<file path="src/rtl/cprp_pkg.sv">
`timescale 1ns / 1ps
// ----------------------------------------------------------------------------
// cprp_pkg
// Types, constants and helper functions shared by the price row parser.
// ----------------------------------------------------------------------------
package cprp_pkg;

    localparam int FRAC_DIGITS = 6;
    localparam int FRAC_EFF    = (FRAC_DIGITS > 9) ? 9 : FRAC_DIGITS;

    localparam int TOK_DEPTH = 2;
    localparam int TOK_AW    = 1;
    localparam int RES_DEPTH = 2;
    localparam int RES_AW    = 1;

    localparam logic [63:0] MAG_CAP = 64'h8000_0000_0000_0000;
    localparam logic [63:0] MAG_MAX = 64'h7FFF_FFFF_FFFF_FFFF;

    localparam logic [7:0] CH_COMMA = 8'h2C;
    localparam logic [7:0] CH_LF    = 8'h0A;
    localparam logic [7:0] CH_CR    = 8'h0D;
    localparam logic [7:0] CH_POINT = 8'h2E;
    localparam logic [7:0] CH_MINUS = 8'h2D;
    localparam logic [7:0] CH_PLUS  = 8'h2B;
    localparam logic [7:0] CH_TAB   = 8'h09;
    localparam logic [7:0] CH_SPACE = 8'h20;
    localparam logic [7:0] CH_ZERO  = 8'h30;
    localparam logic [7:0] CH_NINE  = 8'h39;

    localparam logic [2:0] FIELD_COUNT_MIN = 3'd6;
    localparam logic [2:0] FIELD_FIRST     = 3'd2;

    typedef struct packed {
        logic [7:0] data_byte;
        logic       end_of_file;
    } t_in;

    typedef struct packed {
        logic signed [63:0] open_value;
        logic signed [63:0] high_value;
        logic signed [63:0] low_value;
        logic signed [63:0] close_value;
        logic signed [63:0] volume_value;
    } t_res;

    typedef enum logic [2:0] {
        CLS_DIGIT,
        CLS_COMMA,
        CLS_EOL,
        CLS_BLANK,
        CLS_MINUS,
        CLS_PLUS,
        CLS_POINT,
        CLS_OTHER
    } t_cls;

    typedef struct packed {
        t_cls       cls;
        logic [3:0] digit;
    } t_tok;

    typedef enum logic [2:0] {
        PH_BLANK,
        PH_MINUS,
        PH_INT,
        PH_FRAC,
        PH_STOP
    } t_phase;

    function automatic logic [29:0] pow_ten(input logic [3:0] e);
        logic [29:0] p;
        case (e)
            4'd0:    p = 30'd1;
            4'd1:    p = 30'd10;
            4'd2:    p = 30'd100;
            4'd3:    p = 30'd1000;
            4'd4:    p = 30'd10000;
            4'd5:    p = 30'd100000;
            4'd6:    p = 30'd1000000;
            4'd7:    p = 30'd10000000;
            4'd8:    p = 30'd100000000;
            4'd9:    p = 30'd1000000000;
            default: p = 30'd0;
        endcase
        return p;
    endfunction

    function automatic logic [33:0] digit_scale(input logic [3:0] d, input logic [3:0] e);
        return 34'(d) * 34'(pow_ten(e));
    endfunction

endpackage

</file>
<file path="src/rtl/cprp_front.sv">
`timescale 1ns / 1ps
// ----------------------------------------------------------------------------
// cprp_front
// Header skip and byte classification; adds a line end after a file's last
// byte when that byte does not end the line itself.
// ----------------------------------------------------------------------------
module cprp_front (
    input  logic          i_clk,
    input  logic          i_rst_n,
    input  logic          push,
    output logic          full,
    input  cprp_pkg::t_in i_in,
    output logic          o_tok_push,
    output cprp_pkg::t_tok o_tok,
    input  logic          i_tok_full
);
    import cprp_pkg::*;

    logic r_hdr;
    logic n_hdr;
    logic r_pend;
    logic n_pend;
    logic accept;
    t_tok byte_tok;

    always_comb begin
        byte_tok.digit = i_in.data_byte[3:0];
        if (i_in.data_byte inside {[CH_ZERO:CH_NINE]}) begin
            byte_tok.cls = CLS_DIGIT;
        end else if (i_in.data_byte == CH_COMMA) begin
            byte_tok.cls = CLS_COMMA;
        end else if (i_in.data_byte == CH_LF || i_in.data_byte == CH_CR) begin
            byte_tok.cls = CLS_EOL;
        end else if (i_in.data_byte == CH_SPACE || i_in.data_byte == CH_TAB) begin
            byte_tok.cls = CLS_BLANK;
        end else if (i_in.data_byte == CH_MINUS) begin
            byte_tok.cls = CLS_MINUS;
        end else if (i_in.data_byte == CH_PLUS) begin
            byte_tok.cls = CLS_PLUS;
        end else if (i_in.data_byte == CH_POINT) begin
            byte_tok.cls = CLS_POINT;
        end else begin
            byte_tok.cls = CLS_OTHER;
        end
    end

    assign full   = r_pend || i_tok_full;
    assign accept = push && !full;

    always_comb begin
        n_hdr      = r_hdr;
        n_pend     = r_pend;
        o_tok_push = 1'b0;
        o_tok      = byte_tok;
        if (r_pend) begin
            o_tok.cls = CLS_EOL;
            if (!i_tok_full) begin
                o_tok_push = 1'b1;
                n_pend     = 1'b0;
                n_hdr      = 1'b1;
            end
        end else if (accept) begin
            if (r_hdr) begin
                if (i_in.data_byte == CH_LF && !i_in.end_of_file) begin
                    n_hdr = 1'b0;
                end
            end else begin
                o_tok_push = 1'b1;
                if (i_in.end_of_file) begin
                    if (byte_tok.cls == CLS_EOL) begin
                        n_hdr = 1'b1;
                    end else begin
                        n_pend = 1'b1;
                    end
                end
            end
        end
    end

    always_ff @(posedge i_clk) begin
        if (!i_rst_n) begin
            r_hdr  <= 1'b1;
            r_pend <= 1'b0;
        end else begin
            r_hdr  <= n_hdr;
            r_pend <= n_pend;
        end
    end

endmodule

</file>
<file path="src/rtl/cprp_tok_fifo.sv">
`timescale 1ns / 1ps
// ----------------------------------------------------------------------------
// cprp_tok_fifo
// Short token queue between the classifier and the number parser.
// ----------------------------------------------------------------------------
module cprp_tok_fifo (
    input  logic           i_clk,
    input  logic           i_rst_n,
    input  logic           i_push,
    input  cprp_pkg::t_tok i_tok,
    output logic           o_full,
    output logic           o_valid,
    output cprp_pkg::t_tok o_tok,
    input  logic           i_pop
);
    import cprp_pkg::*;

    t_tok              r_mem [TOK_DEPTH];
    logic [TOK_AW-1:0] r_wr;
    logic [TOK_AW-1:0] r_rd;
    logic [TOK_AW:0]   r_cnt;
    logic              do_push;
    logic              do_pop;

    assign o_full  = (r_cnt == (TOK_AW+1)'(TOK_DEPTH));
    assign o_valid = (r_cnt != '0);
    assign o_tok   = r_mem[r_rd];
    assign do_push = i_push && !o_full;
    assign do_pop  = i_pop && o_valid;

    always_ff @(posedge i_clk) begin
        if (do_push) begin
            r_mem[r_wr] <= i_tok;
        end
    end

    always_ff @(posedge i_clk) begin
        if (!i_rst_n) begin
            r_wr  <= '0;
            r_rd  <= '0;
            r_cnt <= '0;
        end else begin
            if (do_push) begin
                r_wr <= r_wr + 1'b1;
            end
            if (do_pop) begin
                r_rd <= r_rd + 1'b1;
            end
            if (do_push && !do_pop) begin
                r_cnt <= r_cnt + 1'b1;
            end else if (do_pop && !do_push) begin
                r_cnt <= r_cnt - 1'b1;
            end
        end
    end

endmodule

</file>
<file path="src/rtl/cprp_back.sv">
`timescale 1ns / 1ps
// ----------------------------------------------------------------------------
// cprp_back
// Field counting and saturating decimal to fixed point conversion; builds one
// row result at each line end that closes a row with enough fields.
// ----------------------------------------------------------------------------
module cprp_back (
    input  logic           i_clk,
    input  logic           i_rst_n,
    input  logic           i_tok_valid,
    input  cprp_pkg::t_tok i_tok,
    output logic           o_tok_pop,
    output logic           o_res_push,
    output cprp_pkg::t_res o_res,
    input  logic           i_res_full
);
    import cprp_pkg::*;

    logic [2:0]  r_cc;
    logic [2:0]  n_cc;
    logic        r_has;
    logic        n_has;
    t_phase      r_phase;
    t_phase      n_phase;
    logic        r_neg;
    logic        n_neg;
    logic [63:0] r_mant;
    logic [63:0] n_mant;
    logic [3:0]  r_fc;
    logic [3:0]  n_fc;
    logic [63:0] r_fld [4];
    logic [63:0] n_fld [4];

    logic [63:0] num_val;
    logic [67:0] int_sum;
    logic [63:0] int_mant;
    logic [64:0] frac_sum;
    logic [63:0] frac_mant;
    logic [3:0]  frac_exp;
    logic        frac_room;
    logic        take;
    logic        int_rule;

    assign take      = i_tok_valid && !i_res_full;
    assign o_tok_pop = take;

    assign num_val = r_neg ? (64'd0 - r_mant) : (r_mant[63] ? MAG_MAX : r_mant);

    assign int_sum  = {1'b0, r_mant, 3'b000} + {3'b000, r_mant, 1'b0}
                    + 68'(digit_scale(i_tok.digit, 4'(FRAC_EFF)));
    assign int_mant = (int_sum > 68'(MAG_CAP)) ? MAG_CAP : int_sum[63:0];

    assign frac_room = (r_fc < 4'(FRAC_EFF));
    assign frac_exp  = 4'(FRAC_EFF) - 4'd1 - r_fc;
    assign frac_sum  = {1'b0, r_mant} + 65'(digit_scale(i_tok.digit, frac_exp));
    assign frac_mant = (frac_sum > 65'(MAG_CAP)) ? MAG_CAP : frac_sum[63:0];

    always_comb begin
        int_rule = 1'b0;
        case (r_phase)
            PH_BLANK: int_rule = !(i_tok.cls == CLS_BLANK || i_tok.cls == CLS_MINUS
                                   || i_tok.cls == CLS_PLUS);
            PH_MINUS: int_rule = (i_tok.cls != CLS_PLUS);
            PH_INT:   int_rule = 1'b1;
            default:  int_rule = 1'b0;
        endcase
    end

    always_comb begin
        n_cc    = r_cc;
        n_has   = r_has;
        n_phase = r_phase;
        n_neg   = r_neg;
        n_mant  = r_mant;
        n_fc    = r_fc;
        for (int k = 0; k < 4; k++) begin
            n_fld[k] = r_fld[k];
        end
        o_res_push = 1'b0;

        if (take) begin
            if (i_tok.cls == CLS_EOL) begin
                o_res_push = r_has && (r_cc >= FIELD_COUNT_MIN);
                n_cc    = '0;
                n_has   = 1'b0;
                n_phase = PH_BLANK;
                n_neg   = 1'b0;
                n_mant  = '0;
                n_fc    = '0;
                for (int k = 0; k < 4; k++) begin
                    n_fld[k] = '0;
                end
            end else begin
                n_has = 1'b1;
                if (i_tok.cls == CLS_COMMA) begin
                    if (r_cc < FIELD_COUNT_MIN) begin
                        if (r_cc >= FIELD_FIRST) begin
                            n_fld[2'(r_cc - FIELD_FIRST)] = num_val;
                        end
                        n_cc    = r_cc + 3'd1;
                        n_phase = PH_BLANK;
                        n_neg   = 1'b0;
                        n_mant  = '0;
                        n_fc    = '0;
                    end else begin
                        n_phase = PH_STOP;
                    end
                end else if (r_phase == PH_BLANK && i_tok.cls == CLS_MINUS) begin
                    n_neg   = 1'b1;
                    n_phase = PH_MINUS;
                end else if ((r_phase == PH_BLANK || r_phase == PH_MINUS)
                             && i_tok.cls == CLS_PLUS) begin
                    n_phase = PH_INT;
                end else if (r_phase == PH_BLANK && i_tok.cls == CLS_BLANK) begin
                    n_phase = PH_BLANK;
                end else if (int_rule) begin
                    if (i_tok.cls == CLS_DIGIT) begin
                        n_mant  = int_mant;
                        n_phase = PH_INT;
                    end else if (i_tok.cls == CLS_POINT) begin
                        n_phase = PH_FRAC;
                    end else begin
                        n_phase = PH_STOP;
                    end
                end else if (r_phase == PH_FRAC && i_tok.cls == CLS_DIGIT) begin
                    if (frac_room) begin
                        n_mant = frac_mant;
                        n_fc   = r_fc + 4'd1;
                    end
                end else begin
                    n_phase = PH_STOP;
                end
            end
        end
    end

    always_comb begin
        o_res.open_value   = r_fld[0];
        o_res.high_value   = r_fld[1];
        o_res.low_value    = r_fld[2];
        o_res.close_value  = r_fld[3];
        o_res.volume_value = num_val;
    end

    always_ff @(posedge i_clk) begin
        if (!i_rst_n) begin
            r_cc    <= '0;
            r_has   <= 1'b0;
            r_phase <= PH_BLANK;
            r_neg   <= 1'b0;
            r_mant  <= '0;
            r_fc    <= '0;
            for (int k = 0; k < 4; k++) begin
                r_fld[k] <= '0;
            end
        end else begin
            r_cc    <= n_cc;
            r_has   <= n_has;
            r_phase <= n_phase;
            r_neg   <= n_neg;
            r_mant  <= n_mant;
            r_fc    <= n_fc;
            for (int k = 0; k < 4; k++) begin
                r_fld[k] <= n_fld[k];
            end
        end
    end

endmodule

</file>
<file path="src/rtl/cprp_res_fifo.sv">
`timescale 1ns / 1ps
// ----------------------------------------------------------------------------
// cprp_res_fifo
// Output queue holding finished row results until they are popped.
// ----------------------------------------------------------------------------
module cprp_res_fifo (
    input  logic           i_clk,
    input  logic           i_rst_n,
    input  logic           i_push,
    input  cprp_pkg::t_res i_res,
    output logic           o_full,
    output logic           empty,
    output cprp_pkg::t_res o_res,
    input  logic           pop
);
    import cprp_pkg::*;

    t_res              r_mem [RES_DEPTH];
    logic [RES_AW-1:0] r_wr;
    logic [RES_AW-1:0] r_rd;
    logic [RES_AW:0]   r_cnt;
    logic              do_push;
    logic              do_pop;

    assign o_full  = (r_cnt == (RES_AW+1)'(RES_DEPTH));
    assign empty   = (r_cnt == '0);
    assign o_res   = r_mem[r_rd];
    assign do_push = i_push && !o_full;
    assign do_pop  = pop && !empty;

    always_ff @(posedge i_clk) begin
        if (do_push) begin
            r_mem[r_wr] <= i_res;
        end
    end

    always_ff @(posedge i_clk) begin
        if (!i_rst_n) begin
            r_wr  <= '0;
            r_rd  <= '0;
            r_cnt <= '0;
        end else begin
            if (do_push) begin
                r_wr <= r_wr + 1'b1;
            end
            if (do_pop) begin
                r_rd <= r_rd + 1'b1;
            end
            if (do_push && !do_pop) begin
                r_cnt <= r_cnt + 1'b1;
            end else if (do_pop && !do_push) begin
                r_cnt <= r_cnt - 1'b1;
            end
        end
    end

endmodule

</file>
<file path="src/rtl/csv_price_row_parser_top.sv">
`timescale 1ns / 1ps
// ----------------------------------------------------------------------------
// csv_price_row_parser_top
// Streaming parser for comma-separated price rows.
// ----------------------------------------------------------------------------
// Push one byte of file text per cycle; the first line of each file is
// skipped as header. A row with at least seven fields yields one result with
// fields three to seven as signed fixed point scaled by 10^FRAC_DIGITS, popped
// from the output queue. The parser takes one byte per clock unless full is
// high: full is held while the row is closed for a file whose last byte comes
// after the header line and is not itself a line end, and whenever the token
// queue is full. Results wait in a two-entry queue, and the two-entry token
// queue behind the classifier fills only once that result queue has filled.
// ----------------------------------------------------------------------------
module csv_price_row_parser_top (
    input  logic           i_clk,
    input  logic           i_rst_n,
    input  logic           push,
    output logic           full,
    input  cprp_pkg::t_in  i_in,
    output logic           empty,
    input  logic           pop,
    output cprp_pkg::t_res o_res
);
    import cprp_pkg::*;

    logic tok_push;
    t_tok tok_in;
    logic tok_full;
    logic tok_valid;
    t_tok tok_out;
    logic tok_pop;
    logic res_push;
    t_res res_in;
    logic res_full;

    cprp_front u_front (
        .i_clk      (i_clk),
        .i_rst_n    (i_rst_n),
        .push       (push),
        .full       (full),
        .i_in       (i_in),
        .o_tok_push (tok_push),
        .o_tok      (tok_in),
        .i_tok_full (tok_full)
    );

    cprp_tok_fifo u_tok_fifo (
        .i_clk   (i_clk),
        .i_rst_n (i_rst_n),
        .i_push  (tok_push),
        .i_tok   (tok_in),
        .o_full  (tok_full),
        .o_valid (tok_valid),
        .o_tok   (tok_out),
        .i_pop   (tok_pop)
    );

    cprp_back u_back (
        .i_clk       (i_clk),
        .i_rst_n     (i_rst_n),
        .i_tok_valid (tok_valid),
        .i_tok       (tok_out),
        .o_tok_pop   (tok_pop),
        .o_res_push  (res_push),
        .o_res       (res_in),
        .i_res_full  (res_full)
    );

    cprp_res_fifo u_res_fifo (
        .i_clk   (i_clk),
        .i_rst_n (i_rst_n),
        .i_push  (res_push),
        .i_res   (res_in),
        .o_full  (res_full),
        .empty   (empty),
        .o_res   (o_res),
        .pop     (pop)
    );

endmodule

</file>
<file path="config.mk">
export PLATFORM = sky130hd
export DESIGN_NAME = csv_price_row_parser_top
export DESIGN_NICKNAME = d
export VERILOG_FILES = /design/src/rtl/cprp_pkg.sv /design/src/rtl/cprp_front.sv /design/src/rtl/cprp_tok_fifo.sv /design/src/rtl/cprp_back.sv /design/src/rtl/cprp_res_fifo.sv /design/src/rtl/csv_price_row_parser_top.sv
export SDC_FILE = /design/constraint.sdc
export NUM_CORES = 2
export LEC_CHECK = 0
export BUFFER_PORTS_ARGS = -buffer_cell sky130_fd_sc_hd__buf_2
export CAP_MARGIN = 30
export CORE_MARGIN = 2
export CORE_UTILIZATION = 47
export DETAILED_ROUTE_END_ITERATION = 10
export PLACE_DENSITY = 0.7
export RECOVER_POWER = 100
export SLEW_MARGIN = 20
export SYNTH_ARGS = -nofsm -noshare
export SYNTH_HDL_FRONTEND = slang
export SYNTH_SLANG_ARGS = --single-unit
</file>
<file path="constraint.sdc">
create_clock -name i_clk -period 22.1 [get_ports i_clk]
set_input_delay 5.525 -clock i_clk [delete_from_list [all_inputs] [get_ports i_clk]]
set_output_delay 5.525 -clock i_clk [all_outputs]
set_load 0.02 [all_outputs]
</file>
# After elaboration in Yosys (flattened, before gate mapping)
# Memory sizes are Yosys's and may differ from the RTL's. A register that Yosys moved wholly into a read port is not among the register bits.
# Cells that the tools add are included.
op_classes:
  n_eq_ne: 29
  reduce_logical: 54
  shifts: 0
  addsub: 16
  n_mux: 95
  div: 0
  multipliers: 2
  bitwise: 5
  order_cmp: 10
ops:
  columns: ["operator", "n"]
  rows:
  - ["256-bit 2-to-1 mux", 5]
  - ["64-bit 2-to-1 mux", 18]
  - ["256-bit bitwise mux", 1]
  - ["64-bit demux with 2-bit select", 1]
  - ["67-bit by 65-bit adder with 68-bit output", 1]
  - ["68-bit by 34-bit adder with 68-bit output", 1]
  - ["68-bit by 64-bit greater-than comparator with 1-bit output, second input constant", 1]
  - ["64-bit by 34-bit adder with 65-bit output", 1]
  - ["65-bit by 64-bit greater-than comparator with 1-bit output, second input constant", 1]
  - ["1-bit by 64-bit subtractor with 64-bit output, first input constant", 1]
  - ["63-bit 2-to-1 mux", 1]
  - ["3-bit 2-to-1 mux", 20]
  - ["8-bit by 6-bit equality test with 1-bit output, second input constant", 5]
  - ["4-bit 2-to-1 mux", 9]
  - ["1-bit 2-to-1 mux", 35]
  - ["4-bit by 30-bit multiplier with 34-bit output", 1]
  - ["8-bit by 4-bit equality test with 1-bit output, second input constant", 3]
  - ["1-bit logical AND", 18]
  - ["4-bit by 14-bit multiplier with 18-bit output, second input constant", 1]
  - ["8-bit AND reduction", 2]
  - ["3-bit by 2-bit equality test with 1-bit output, second input constant", 5]
  - ["2-bit nonzero test", 6]
  - ["1-bit zero test", 10]
  - ["3-bit equality test, second input constant", 3]
  - ["33 further kinds", 61]
word_totals:
  regBits: 86
  ramBits: 910
  output_inout_bits: 322
  latchBits: 0
  rom_bits: 480
  mem_count: 4
  wordCells: 229
  in_bits: 13
memory_table:
  columns: ["memory", "depth", "word_bits", "read_ports", "rd_ports_with_merged_regs", "write_ports", "line_no", "text"]
  rows:
  - ["u_res_fifo.r_mem", 2, 320, 1, 1, 1, "cprp_res_fifo.sv:18", "t_res r_mem [RES_DEPTH];"]
  - ["(name not given)", 16, 30, 1, 0, 0, "cprp_pkg.sv:72", "case (e)"]
  - ["u_back.r_fld", 4, 64, 4, 0, 4, "cprp_back.sv:31", "logic [63:0] r_fld [4];"]
  - ["u_tok_fifo.r_mem", 2, 7, 1, 1, 1, "cprp_tok_fifo.sv:18", "t_tok r_mem [TOK_DEPTH];"]

# Longest topological paths before layout
depth:
  depth_word: 14
  ltp_mapped: 32

# Modules after synthesis
# A second synthesis with hierarchy kept.
unflattened:
  cells_unflattened: 4479
  hier_area_um2: 52699.3
modules_own_cells:
  columns: ["mod", "n_inst", "cells_each", "area_each_um2"]
  rows:
  - ["cprp_back", 1, 3368, 26790.7]
  - ["cprp_res_fifo", 1, 1021, 24863.8]
  - ["cprp_tok_fifo", 1, 47, 740.7]
  - ["cprp_front", 1, 43, 304.0]

# Worst setup path before layout
# No wires, ideal clock.
synth_path:
  path_kind: "flip-flop to flip-flop"
  from: "register with a tool-made name"
  to: "memory u_res_fifo.r_mem[0][0] (netlist bit), enable pin"
  required_time_ps: 21090
  setup_slack_ps: 6332
  n_path_buf: 1
  arrival_ps: 14758
  setup_ps: 1010
  stages_incl_launch_ff: 7
  cell_sequence: "dfxtp_1 -> buf_2 -> mux2i_1 -> nand2_1 -> nor2_1 -> nand2_1 -> nor2_1"
synth_lines:
  columns: ["item", "line_no"]
  rows:
  - ["end: declaration", "cprp_res_fifo.sv:18"]

==> impl_metrics.py <==
metrics = {
    "finish": {
        "fin_area_um2": 57460,
        "final_util_pct": 52.86,
        "drive_gt1_share_pct": 11.85,
        "areaGrowthSynthToFinish_pct": 11.64,
        "nets": 5218,
        "nFillCells": 9415,
        "fin_cells": 6402,
    },
    "synthesis": {
        "ys.flop_type": "edfxtp_1",
        "synth_nets": 4970,
        "synth-seq-area-share_pct": 51.53,
        "ys_top_cells_by_count": "654 x edfxtp_1, 557 x nor2_1, 344 x dfxtp_1",
        "yosys.area_share.simple_pct": 12.26,
        "synth-async-reset-ratio_pct": 0,
        "synth.most_common_cell": "edfxtp_1",
        "synth_top_family_by_area": "compound AO/OA/AOI/OAI gates",
        "synthCells": 4662,
        "synth_top_area_cell": "edfxtp_1",
        "synthXorXnorAreaFrac_pct": 2.450,
        "synth_mux_area_share_pct": 7.603,
        "avgSynthCellArea_um2": 11.04,
        "yosys.area_share.adder_pct": 8.804,
        "yosys_warnings": 0,
        "ys_types": 91,
        "synth_edf_count": 654,
        "synth.area.top_cells": "edfxtp_1 38%, dfxtp_1 13%, mux2_2 7.2%",
        "synthDominantCellAreaShare_pct": 38.15,
        "yosys_register_bits": 998,
        "synth_compound_area_share_pct": 13.77,
        "synth_area_um2": 51470,
    },
    "clock_tree": {
        "cts_num_sinks": 998,
        "cts_tree": "yes",
        "clockBufferDepth": 3,
        "numCtsBuffers": 92,
        "cts_resized": 0,
        "hold_buffers": 0,
        "cts_max_level": 3,
        "clkTransAtPathRegs_ps": 60,
        "cts_setup_buffers": 0,
        "clk_latency_ps": 660,
        "cts_root_buf": "clkbuf_16",
    },
    "hold_path": {
        "hold_path_class": "reg -> reg",
        "hp-start": "u_back.r_fld[1][0]",
    },
    "worst_setup_path": {
        "crit_type": "reg -> out",
        "crit_path_max_incr_delay_ps": 2620,
        "crit_path_max_fanout": 59,
        "crit_top_cell": "clkbuf_1",
        "start_kind": "register",
        "crit_chain": "clkbuf_1 -> clkbuf_1 -> clkbuf_1 -> mux2_2 -> clkbuf_1",
        "cp.arrival_ps": 9260,
        "cp_data_required_time_ps": 16580,
        "cp-end-kind": "primary output",
        "cp_slowest_cell": "clkbuf_1",
    },
    "timing": {
        "clock_skew_ps": 23.46,
        "finalWorstSetupSlack_ps": 7317,
        "rsz0062_at_grt": "false",
        "min_period_ps": 14780,
        "holdWs_ps": 453.7,
        "finalSetupTns_ps": 0,
        "setup_viol": 0,
        "slew_viol_final": 1259,
        "finalCritPeriodShare_pct": 66.89,
        "slew_headroom_pct": -174.8,
        "worst_pin_slew_ps": 4099,
        "fmax_mhz": 67.65,
        "hold_viol_final": 0,
    },
    "pwr": {
        "powerDensity_nw_per_um2": 102.9,
        "cellLeakagePower_nw": 21.19,
        "ir_worst_vdd_mv": 0.09027,
        "power_mw": 5.911,
    },
    "detailed_routing": {
        "ant_nets": 0,
        "vias": 39470,
        "dr.pass1.iters": 7,
        "drc": 0,
        "routed_wl_um": 158700,
        "drtIter0Drc": 3987,
        "viasPerCell": 6.165,
        "avgRoutedWirePerCell_um": 24.79,
    },
    "global_routing": {
        "grt_pass1_wl_um": 236200,
        "grt_antenna_before_repair": 3,
        "globalRoute.totalOverflow": 0,
        "grt_pass1_vias": 37970,
        "track_usage_pct": 27.45,
        "grt_max_degree": 103,
    },
    "floorplanning": {
        "placeableCoreArea_um2": 108700,
        "die_h_um": 334.9,
        "die_area_um2": 112200,
        "fp-row-count": 121,
        "pin_count": 335,
        "initial_utilization_pct": 47.35,
        "die_x_um": 334.9,
    },
    "place": {
        "gp_congestion": 0.9980,
        "placed_cell_area_um2": 54670,
        "pre_cts_ws_ps": 12690,
        "port-buffer-count": 334,
        "dp_cells": 6222,
        "place_hpwl_um": 112800,
    },
    "status": {
        "violations": "capacitance limit, slew limit",
        "status": "finished, violations left",
    },
    "job": {
        "max_cap_viol_count": 24,
    },
}
-- critical path: cells and delay by family, from the launching register on --
family	cells	cell delay (ps)
buf+inv	4	6200
flops	1	1700
mux	1	550
-- kinds of logic (layout without fill, tap and decap cells) --
| family | count (synthesis) | count (layout) |
|---|---|---|
| other | 0 | 2 |
| xor gates and xnor gates | 144 | 144 |
| DFF | 998 | 998 |
| adders and majority gates | 295 | 295 |
| buffers and inverters | 473 | 797 |
| AOI/OAI and AO/OA | 1062 | 1062 |
| muxes | 350 | 350 |
| and+or+nand+nor | 1340 | 1340 |
-- cell usage in the layout, fill, tap and decap left out, types with 22 or more instances in the layout --
cell type / synthesis / routed
and3_1: 25 / 25
a211oi_1: 27 / 27
clkbuf_16: 0 / 92
nand4_1: 83 / 83
nand2_1: 265 / 265
o21ai_0: 165 / 169
or3_1: 36 / 36
o211ai_1: 22 / 22
fa_1: 112 / 112
a31oi_1: 30 / 30
xor2_1: 62 / 62
nor3_1: 79 / 79
and2_1: 32 / 26
nor4_1: 38 / 37
buf_2: 24 / 148
dfxtp_1: 344 / 343
edfxtp_1: 654 / 654
nor2_1: 557 / 555
inv_1: 204 / 203
a21o_1: 41 / 41
a22oi_1: 252 / 252
a21oi_1: 268 / 268
mux2_2: 328 / 193
o21a_1: 29 / 29
a2bb2oi_1: 35 / 35
xnor2_1: 82 / 82
clkbuf_1: 217 / 233
ha_1: 183 / 183
nand3_1: 83 / 83
buf_4: 5 / 53
mux2_1: 0 / 135
or4_1: 24 / 24
and4_1: 22 / 22
-- path summary, 6_finish.rpt --
kind / endpoint / slack, ps / depth (start not counted)
setup / recovery: o_res[151] / 7320 / 5
hold / removal: u_res_fifo.r_mem[0][192] / 450 / 0
setup reg to reg: u_res_fifo.r_mem[0][259] / 7900 / 10
hold reg to reg: u_res_fifo.r_mem[0][192] / 450 / 0
-- state kept, by name (all words and copies together), names as in the netlist, 2 cells and up, named ones only --
register,flops
u_tok_fifo.r_mem,14
u_back.r_cc,3
u_res_fifo.r_mem,640
u_tok_fifo.r_cnt,2
u_back.r_mant,64
u_back.r_fc,4
u_back.r_phase,3
u_back.r_fld,256
u_res_fifo.r_cnt,2
-- power breakdown --
| group | total (mW) | internal (mW) | switching (mW) |
|---|---|---|---|
| sequential | 2.08 | 2.02 | 0.0609 |
| clock | 1.65 | 0.963 | 0.686 |
| combinational | 2.19 | 0.729 | 1.46 |
| total | 5.91 | 3.71 | 2.20 |
-- cell type report --
cell class	count	area [um2]	area share (%)
Timing Repair Buffer	423	2041	3.551
Clock buffer	128	2628	4.572
Inverter	204	767.0	1.335
Clock inverter	42	536.8	0.9341
Tap cell	1414	1769	3.079
Sequential cell	998	26530	46.16
Multi-Input combinational cell	3191	23190	40.36
Antenna cell	2	5.005	0.008709
-- layer usage --
layer	share of wire, %	wire [um]	GRT usage [%]	vias up
li1	-	-	-	17730
met1	42	66430	38.21	19620
met2	46	72330	43.09	1828
met3	9.1	14370	5.095	285
met4	3.5	5560	9.427	4
met5	0.017	27	0	-
(Power assumes the default switching activity.)
